File: config.mk
export PLATFORM = sky130hd
export DESIGN_NAME = via_register_bank
export DESIGN_NICKNAME = d
export VERILOG_FILES = /design/src/sv/via_pkg.sv /design/src/sv/via_register_bank.sv /design/src/sv/via_access.sv
export SDC_FILE = /design/constraint.sdc
export NUM_CORES = 1
export LEC_CHECK = 0
export BUFFER_PORTS_ARGS = -buffer_cell sky130_fd_sc_hd__buf_2
export CAP_MARGIN = 20
export CORE_MARGIN = 1.5
export CORE_UTILIZATION = 43
export DETAILED_ROUTE_END_ITERATION = 8
export RECOVER_POWER = 25
export SLEW_MARGIN = 20
export SYNTH_ARGS = -nofsm -noshare
export SYNTH_HDL_FRONTEND = slang
export SYNTH_HIERARCHICAL = 1
export SYNTH_SLANG_ARGS = --single-unit
File: constraint.sdc
create_clock -name clk -period 3.6 [get_ports clk]
set_input_delay 0.72 -clock clk [delete_from_list [all_inputs] [get_ports clk]]
set_output_delay 0.72 -clock clk [all_outputs]
set_load 0.02 [all_outputs]
File: src/sv/via_pkg.sv
`timescale 1ns / 1ps

package via_pkg;

	localparam logic ACT_READ  = 1'b0;
	localparam logic ACT_WRITE = 1'b1;

	localparam logic [3:0] REG_PORT_A   = 4'd0;
	localparam logic [3:0] REG_PORT_B   = 4'd1;
	localparam logic [3:0] REG_DDR_A    = 4'd2;
	localparam logic [3:0] REG_DDR_B    = 4'd3;
	localparam logic [3:0] REG_T1_LO    = 4'd4;
	localparam logic [3:0] REG_T1_HI    = 4'd5;
	localparam logic [3:0] REG_T1_LL    = 4'd6;
	localparam logic [3:0] REG_T1_LH    = 4'd7;
	localparam logic [3:0] REG_T2_HI    = 4'd9;
	localparam logic [3:0] REG_ACR      = 4'd11;
	localparam logic [3:0] REG_IFR      = 4'd13;
	localparam logic [3:0] REG_IER      = 4'd14;

	localparam int IFR_T1_BIT = 6;
	localparam int IFR_T2_BIT = 5;

	typedef struct packed {
		logic       action;
		logic [3:0] reg_index;
		logic [7:0] write_data;
		logic [7:0] port_a_pins;
		logic [7:0] port_b_pins;
	} via_req_t;

	typedef struct packed {
		logic [7:0]  read_data;
		logic        buzzer_level;
		logic [15:0] timer_one_count;
	} via_rsp_t;

endpackage

File: src/sv/via_register_bank.sv
// An accepted request sits in the request register, then moves to the result register
//   when the output is not stalled. Throughput: one request per cycle while rsp_stall
//   is low; the register file is read, updated and the result formed between the two.
// Reset: arst_n clears all sixteen registers, the buzzer level, timer 1 and
//   both valid flags at once; the block takes requests as soon as reset is released.
`timescale 1ns / 1ps

module via_register_bank (
	input  logic              clk,
	input  logic              arst_n,
	input  logic              req_valid,
	output logic              req_stall,
	input  via_pkg::via_req_t req,
	output logic              rsp_valid,
	input  logic              rsp_stall,
	output via_pkg::via_rsp_t rsp
);

	via_pkg::via_req_t req_s1;
	logic              valid_s1;
	via_pkg::via_rsp_t rsp_s2;
	logic              valid_s2;
	via_pkg::via_rsp_t rsp_next;
	logic              advance;
	logic              take;

	assign advance   = valid_s1 && (!valid_s2 || !rsp_stall);
	assign req_stall = valid_s1 && !advance;
	assign take      = req_valid && !req_stall;

	always_ff @(posedge clk or negedge arst_n) begin
		if (!arst_n) begin
			valid_s1 <= 1'b0;
			valid_s2 <= 1'b0;
		end else begin
			if (take) begin
				valid_s1 <= 1'b1;
			end else if (advance) begin
				valid_s1 <= 1'b0;
			end
			if (advance) begin
				valid_s2 <= 1'b1;
			end else if (!rsp_stall) begin
				valid_s2 <= 1'b0;
			end
		end
	end

	always_ff @(posedge clk) begin
		if (take) begin
			req_s1 <= req;
		end
		if (advance) begin
			rsp_s2 <= rsp_next;
		end
	end

	via_access u_access (
		.clk    (clk),
		.arst_n (arst_n),
		.commit (advance),
		.req    (req_s1),
		.rsp    (rsp_next)
	);

	assign rsp_valid = valid_s2;
	assign rsp       = rsp_s2;

`ifndef SYNTH
	a_stall_needs_item: assert property (@(posedge clk) disable iff (!arst_n)
		req_stall |-> valid_s1)
		else $error("request stalled with empty input stage");

	a_write_reads_zero: assert property (@(posedge clk) disable iff (!arst_n)
		advance && req_s1.action == via_pkg::ACT_WRITE |=> rsp.read_data == 8'h00)
		else $error("write returned nonzero read data");

	a_t1_load: assert property (@(posedge clk) disable iff (!arst_n)
		advance && req_s1.action == via_pkg::ACT_WRITE
			&& req_s1.reg_index == via_pkg::REG_T1_HI
		|=> rsp.timer_one_count[15:8] == $past(req_s1.write_data))
		else $error("timer 1 high write did not load counter");

	a_ier_bit7: assert property (@(posedge clk) disable iff (!arst_n)
		advance && req_s1.action == via_pkg::ACT_READ && req_s1.reg_index == via_pkg::REG_IER
		|=> rsp.read_data[7])
		else $error("enable read missing bit 7");
`endif

endmodule

File: src/sv/via_access.sv
`timescale 1ns / 1ps

module via_access (
	input  logic              clk,
	input  logic              arst_n,
	input  logic              commit,
	input  via_pkg::via_req_t req,
	output via_pkg::via_rsp_t rsp
);

	logic [7:0]  regs_q [16];
	logic [7:0]  regs_d [16];
	logic        buzz_q;
	logic        buzz_d;
	logic [15:0] t1_q;
	logic [15:0] t1_d;
	logic [7:0]  rd;
	logic        was_auto;
	logic        is_auto;

	always_comb begin
		regs_d   = regs_q;
		buzz_d   = buzz_q;
		t1_d     = t1_q;
		rd       = '0;
		was_auto = &regs_q[via_pkg::REG_ACR][7:6];
		is_auto  = &req.write_data[7:6];
		if (req.action == via_pkg::ACT_WRITE) begin
			case (req.reg_index)
				via_pkg::REG_PORT_A: begin
					regs_d[via_pkg::REG_PORT_A] = req.write_data;
					if (regs_q[via_pkg::REG_DDR_A][7]) begin
						buzz_d = req.write_data[7];
					end
				end
				via_pkg::REG_T1_HI: begin
					regs_d[via_pkg::REG_T1_HI] = req.write_data;
					regs_d[via_pkg::REG_T1_LH] = req.write_data;
					regs_d[via_pkg::REG_T1_LL] = regs_q[via_pkg::REG_T1_LO];
					t1_d = {req.write_data, regs_q[via_pkg::REG_T1_LO]};
				end
				via_pkg::REG_T2_HI: begin
					regs_d[via_pkg::REG_T2_HI] = req.write_data;
					regs_d[via_pkg::REG_IFR][via_pkg::IFR_T2_BIT] = 1'b1;
				end
				via_pkg::REG_IFR: begin
					regs_d[via_pkg::REG_IFR] = regs_q[via_pkg::REG_IFR] & ~req.write_data;
				end
				via_pkg::REG_IER: begin
					if (req.write_data[7]) begin
						regs_d[via_pkg::REG_IER] = regs_q[via_pkg::REG_IER]
							| {1'b0, req.write_data[6:0]};
					end else begin
						regs_d[via_pkg::REG_IER] = regs_q[via_pkg::REG_IER]
							& ~{1'b0, req.write_data[6:0]};
					end
				end
				via_pkg::REG_ACR: begin
					regs_d[via_pkg::REG_ACR] = req.write_data;
					// leaving auto-toggle hands the buzzer back to the port latch
					if (was_auto && !is_auto) begin
						buzz_d = regs_q[via_pkg::REG_PORT_A][7];
					end
				end
				default: begin
					regs_d[req.reg_index] = req.write_data;
				end
			endcase
		end else begin
			case (req.reg_index)
				via_pkg::REG_PORT_A: begin
					rd = (regs_q[via_pkg::REG_PORT_A] & regs_q[via_pkg::REG_DDR_A])
						| (req.port_a_pins & ~regs_q[via_pkg::REG_DDR_A]);
				end
				via_pkg::REG_PORT_B: begin
					rd = (regs_q[via_pkg::REG_PORT_B] & regs_q[via_pkg::REG_DDR_B])
						| (req.port_b_pins & ~regs_q[via_pkg::REG_DDR_B]);
				end
				via_pkg::REG_IFR: begin
					rd = {|(regs_q[via_pkg::REG_IFR][6:0] & regs_q[via_pkg::REG_IER][6:0]),
						regs_q[via_pkg::REG_IFR][6:0]};
				end
				via_pkg::REG_IER: begin
					rd = regs_q[via_pkg::REG_IER] | 8'h80;
				end
				via_pkg::REG_T1_HI: begin
					rd = regs_q[via_pkg::REG_T1_HI];
					regs_d[via_pkg::REG_IFR][via_pkg::IFR_T1_BIT] = 1'b0;
				end
				via_pkg::REG_T2_HI: begin
					rd = regs_q[via_pkg::REG_T2_HI];
					regs_d[via_pkg::REG_IFR][via_pkg::IFR_T2_BIT] = 1'b0;
				end
				default: begin
					rd = regs_q[req.reg_index];
				end
			endcase
		end
	end

	always_ff @(posedge clk or negedge arst_n) begin
		if (!arst_n) begin
			for (int i = 0; i < 16; i++) begin
				regs_q[i] <= '0;
			end
			buzz_q <= 1'b0;
			t1_q   <= '0;
		end else if (commit) begin
			regs_q <= regs_d;
			buzz_q <= buzz_d;
			t1_q   <= t1_d;
		end
	end

	assign rsp.read_data       = rd;
	assign rsp.buzzer_level    = buzz_d;
	assign rsp.timer_one_count = t1_d;

endmodule

==> results of run 1 <==
## cells by family (layout without fill, tap and decap cells)
family,Yosys count,count (layout)
and+or+nand+nor,86,86
muxes,205,205
AOI/OAI and AO/OA,113,113
DFF,201,201
buffers and inverters,58,136
## per-stage QoR
stage / hold slack (ns) / area, sq um
floorplan: 0.424 / 9370
global placement: 0.368 / 9990
detailed placement: 0.368 / 9990
CTS: 0.258 / 10700
global route: 0.365 / 10700
finish: 0.383 / 10700
## area by class of cell
| class | count | share of cell area (%) |
|---|---|---|
| sequential | 201 | 49.5 |
| clock buffer | 31 | 6.03 |
| timing repair buffer | 84 | 4.61 |
| tap | 275 | 3.21 |
| inverter | 10 | 0.351 |
| clock inverter | 11 | 0.842 |
| multi-input combinational | 404 | 35.4 |
## power breakdown
part | switching (uW) | total [uW] | internal (uW)
Combinational | 433 | 965 | 532
Clock | 917 | 2250 | 1330
Sequential | 321 | 3070 | 2740
Total | 1670 | 6280 | 4610
## cells in the final DEF (no fill, tap or decap), drive strengths merged, types with 2 or more instances in the layout
cell type and n:
nand4 5, a31oi 8, a211oi 10, nor2 21, inv 11, clkinv 6, o21ai 26, a221oi 7
nor2b 5, mux4 24, edfxtp 54, nand2 35, a21oi 11, dfrtp 147, clkbuf 33, and2 2
o22ai 15, mux2i 33, nand3 8, a22oi 18, nand2b 3, a21o 3, mux2 148, clkinvlp 3
a21boi 7, buf 82, or3 3
## critical path, cell delays in order (launching register included)
cell      delay, ns
edfxtp_1       0.60
nor2b_1        0.59
nor3b_4        0.60
nand2_4        0.39
mux2_4         0.41
## metal layers
metal | vias to the layer above | wire, um | GRT usage [%]
li1 | 2630 | - | -
met5 | - | 0 | 0
met1 | 3039 | 10300 | 29.3
met2 | 235 | 11400 | 35.8
met3 | 63 | 1200 | 3.15
met4 | 0 | 1070 | 9.03
## flip-flops by register name, indices dropped and copies added, names as in the netlist, named ones only
register and count:
u_access/regs_q 121, req_s1 29, rsp 25, u_access/t1_q 16, rsp_valid 1, u_access/buzz_q 1, valid_s1 1
## worst max-delay path by stage
stage	endpoint	slack [ns]
final	u_access/t1_q[6]	0.87
after global routing	async pin	0.46
after CTS	u_access/t1_q[6]	0.88
after detailed placement	u_access/regs_q[125]	0.87
after global placement	u_access/t1_q[10]	0.86
after floorplan	u_access/regs_q[50]	0.08
==> reports/qor.txt, run 1 <==
Worst Reg-to-Reg Cells = 4
syn avg cell area = 14.1 sq um
first-pass GRT wire length = 37,100 um
total routed wirelength = 24,000 um
CP Launch Type = flop
Final Hold Viols = 0
ANT nets after route = 0
top cells by count, synth = 147 x dfrtp_1, 128 x mux2_2, 54 x edfxtp_1
CP Launch Point = req_s1[27]
Die Footprint = 22,700 sq um
vias in the first global route = 6,175
main combinational cell family by area after synthesis = multiplexers
Avg WL per Cell = 23.6 um
Setup Skew = 0.00749 ns
grt ovf = 0
Synth Register Bits = 201
Max clock buf depth = 3
H-tree depth = 1
Die Span X = 151 um
I/O Pins = 60
vias per std cell = 5.87
area of the multi-input gates = 3790 sq um
number of CTS-inserted buffers = 23
WP data arrival = 3.12 ns
xor/xnor cell area share of the yosys netlist = 0%
Max FO, Critical Path = 24
Vias = 5,967
kind of critical path = flop to flop
area delta synth->final = 14.2%
violated checks = capacitance limit, slew limit
ranking of synthesized cells by area = dfrtp_1 39%, edfxtp_1 17%, mux2_2 15%
CTS root buffer = clkbuf_16
fmax = 0.366 GHz
min-delay worst type = flop to flop
setup ws final = 0.871 ns
HP Start = u_access/regs_q[15]
initial drt markers = 534
GRT Resource Usage Total = 21.9%
Final Setup Violations = 0
unique cell type count in the Yosys netlist = 46
final net count = 757
Total Neg Setup Slack = 0 ns
Peak VDD IR = 0.368 mV
net count after synthesis = 696
Layout fillers = 1,860
multiplexer share of the synthesized area = 27.9%
die height = 151 um
final worst-path cycle share = 75.8%
Worst R2R End = u_access/t1_q[6]
starting density of the core = 44.2%
outcome = complete, but fails checks
Hold Path End = u_access/regs_q[15]
Ant. Diodes = 0
total number of placement rows = 53
Synth Area in Simple Gates = 4.55%
cell count after synthesis = 663
post-synthesis adder-cell area fraction = 0%
GP Congestion = 0.925
MaxCap Viol Count = 1
Mapped Area = 9370 sq um
most frequent cell after synthesis = dfrtp_1
RSZ-0062 raised after global routing = no
Post-synth EDFFs = 54
pwr dens = 587 nW/um^2
Critical Path End Type = flop
largest net degree at the start of global routing = 73
Async SR Flop Fraction = 73.1%
initial antenna violation count = 0
I/O Buffers = 59
CTS tree = yes
Req. time, crit path = 3.99 ns
FF-to-FF setup slack = 0.87 ns
FF/Latch Area = 5300 sq um
CTS Hold Bufs = 0
core area = 21,200 sq um
clock sinks = 201
Pwr Total = 6280 uW
Crit Reg-Reg Startpoint = req_s1[27]
post-synthesis compound-gate area fraction = 7.97%
HPWL Detailed = 16,100 um
Pre-antenna DRT Iters = 5
Core Util, Final = 50.4%
later-pin clock latency in the skew report = 0.51 ns
Seq/Total Area, Yosys = 56.5%
main flop type after synthesis = dfrtp_1
cell accounting for the most synthesized area = dfrtp_1
clock-pin slew on the worst setup and hold paths = 0.06 ns
post-cts repair resize count = 0
YS warnings = 6
Worst-Margin Slew = 1.85 ns
share of layout cells above drive strength 1 = 40.8%
relative slew slack = -23.5%
Final Slew Violations = 73
final std cells w/o fill = 1,016
post-place setup slack = 0.872 ns
hold path depth = 0
post-CTS setup buffers = 0
share of the synthesized area in the top cell type = 39.2%
number of remaining DRC errors = 0
Leak = 0.00465 uW
minimum clock period = 2.73 ns
dpl cells = 974
Note: power is estimated with default switching activity, not from simulation.
==> inputs of run 2 (changes only) <==
Clock period 3.6 ns to 2.6 ns, I/O delays scaled along.
==> run 2 against run 1 <==
  * Sequential share of layout area shrank 0.71 points
  * Critical path type unchanged
  * Final area rose by 1.4%
  * Critical path depth grew 1
  * The flow still finishes with violations (capacitance limit, slew limit)
  * Hold slack got worse by 0.20 ns
  * Clock skew grew 0.013 ns
  * Count of clock-buffer cells in the layout stayed put
==> reports/qor.txt, run 2 (synthesis results as in run 1) <==
family with the most delay on the worst path = compound AO/OA/AOI/OAI gates
total number of placement rows = 53
Leak = 0.00474 uW
Switching Fraction = 26.0%
relative slew slack = -2.94%
Die Footprint = 22,700 sq um
grt ovf = 0
CP Launch Type = flop
area of the multi-input gates = 3790 sq um
core area = 21,200 sq um
GP Congestion = 0.935
Final Setup Violations = 0
FF/Latch Area = 5300 sq um
Req. time, crit path = 2.87 ns
Biggest register = u_access/regs_q
number of CTS-inserted buffers = 23
initial drt markers = 456
I/O Buffers = 59
Setup Skew = 0.0201 ns
Max FO, Critical Path = 9
Max clock buf depth = 3
Critical Path End Type = flop
final std cells w/o fill = 1,034
first-pass GRT wire length = 36,600 um
post-place setup slack = 0.318 ns
CP max stage cell = edfxtp_1
area delta synth->final = 15.8%
Worst path max stage delay = 0.56 ns
CTS tree = yes
Combinational Power Share = 15.9%
Final Slew Violations = 57
Int Power = 6360 uW
violated checks = capacitance limit, slew limit
Layout fillers = 1,803
GRT Resource Usage Total = 21.4%
H-tree depth = 1
clock sinks = 201
min-delay worst type = input port to flop
pwr dens = 792 nW/um^2
Ant. Diodes = 0
final worst-path cycle share = 88.4%
ANT nets after route = 0
outcome = complete, but fails checks
switching power = 2240 uW
CTS root buffer = clkbuf_16
most frequent cells in the layout = 147 x dfrtp_1, 128 x mux2_2, 58 x buf_2
die height = 151 um
total routed wirelength = 23,300 um
share of layout cells above drive strength 1 = 41.5%
dpl cells = 992
later-pin clock latency in the skew report = 0.51 ns
Peak VDD IR = 0.376 mV
most common cell after layout, fill and taps aside = dfrtp_1
kind of critical path = flop to flop
vias in the first global route = 6,226
max reg flops = 121
clock-pin slew on the worst setup and hold paths = 0.06 ns
WP buf/inv = 0
number of remaining DRC errors = 0
RSZ-0062 raised after global routing = no
fmax = 0.435 GHz
Final Hold Viols = 0
sequential power share = 48.8%
initial antenna violation count = 0
minimum clock period = 2.30 ns
Clock Power Share = 35.3%
vias per std cell = 5.79
HPWL Detailed = 16,200 um
Total Neg Setup Slack = 0 ns
Vias = 5,985
setup ws final = 0.300 ns
final net count = 776
Worst-Margin Slew = 1.54 ns
Pre-antenna DRT Iters = 5
Avg WL per Cell = 22.5 um
post-CTS setup buffers = 0
Die Span X = 151 um
I/O Pins = 60
crit-path cells = nor2_2 -> nand2_1 -> o22ai_1 -> a211oi_1 -> a221oi_1
MaxCap Viol Count = 1
WP data arrival = 2.57 ns
starting density of the core = 44.2%
largest net degree at the start of global routing = 58
-- run 2: cell types whose count changed in the layout (fill, tap and decap cells not counted) --
cell           delta
clkbuf_2          -1
dlygate4sd3_1     +1
inv_6             -1
buf_4            +15
clkinv_1          +2
clkbuf_1          +2
clkinvlp_4        -2
clkbuf_8          -1
buf_12            +3
-- run 2: what timing repair did --
item | CTS | global route
endpoints found under the setup margin | 0 | 0
endpoints found under the hold margin | 3 | 0
resized for setup | 0 | 0
hold buffers | 1 | 0
-- run 2: final cells by class --
cell class / instances / area share [%]
Clock buffer: 31 / 5.85
Clock inverter: 10 / 0.680
Tap cell: 275 / 3.17
Inverter: 10 / 0.346
Sequential cell: 201 / 48.8
Timing Repair Buffer: 103 / 6.21
Multi-Input combinational cell: 404 / 34.9
-- run 2: path summary, 6_finish.rpt --
kind                       cells after the start  slack (ns)                   to                 from
max                                            5        0.30              rsp[23]           req_s1[26]
min                                            1        0.19           req_s1[22]              req[22]
max reg2reg                                    5        0.30              rsp[23]           req_s1[26]
min reg2reg                                    0        0.38  u_access/regs_q[15]  u_access/regs_q[15]
max in group asynchronous                      3        0.60  u_access/regs_q[44]               arst_n
min in group asynchronous                      2        0.94    u_access/t1_q[11]               arst_n
-- run 2: per-layer routing --
layer	track usage [%]	routed length (um)	up-vias
met5	0	0	-
met4	7.82	806	0
li1	-	-	2656
met2	35.4	11100	231
met3	3.30	1350	52
met1	28.6	10000	3046
-- run 2: power by group through the flow --
stage          Clock (uW)  Sequential, uW  Combinational, uW
4_1_cts              3110            4190               1380
6_report             3030            4200               1370
5_1_grt              3230            4260               1480
3_3_place_gp            0            4220               1330
2_1_floorplan           0            4140                964
3_5_place_dp            0            4250               1370
-- run 2: stage by stage --
stage               total power, uW  cell area, sq um  hold WS, ns  util, %
floorplan                      5110              9380        0.224        -
global placement               5550             10200        0.367     47.8
detailed placement             5620             10200        0.366     47.8
CTS                            8680             10900        0.167     51.2
global route                   8970             10900        0.170     51.2
finish                         8600             10900        0.186     51.2
-- run 2: worst reg2reg max path, delay by kind of cell (launching register included) --
family	cells	cell delay [ns]
and+or+nand+nor	2	0.72
AOI/OAI and AO/OA	3	0.81
DFF	1	0.56
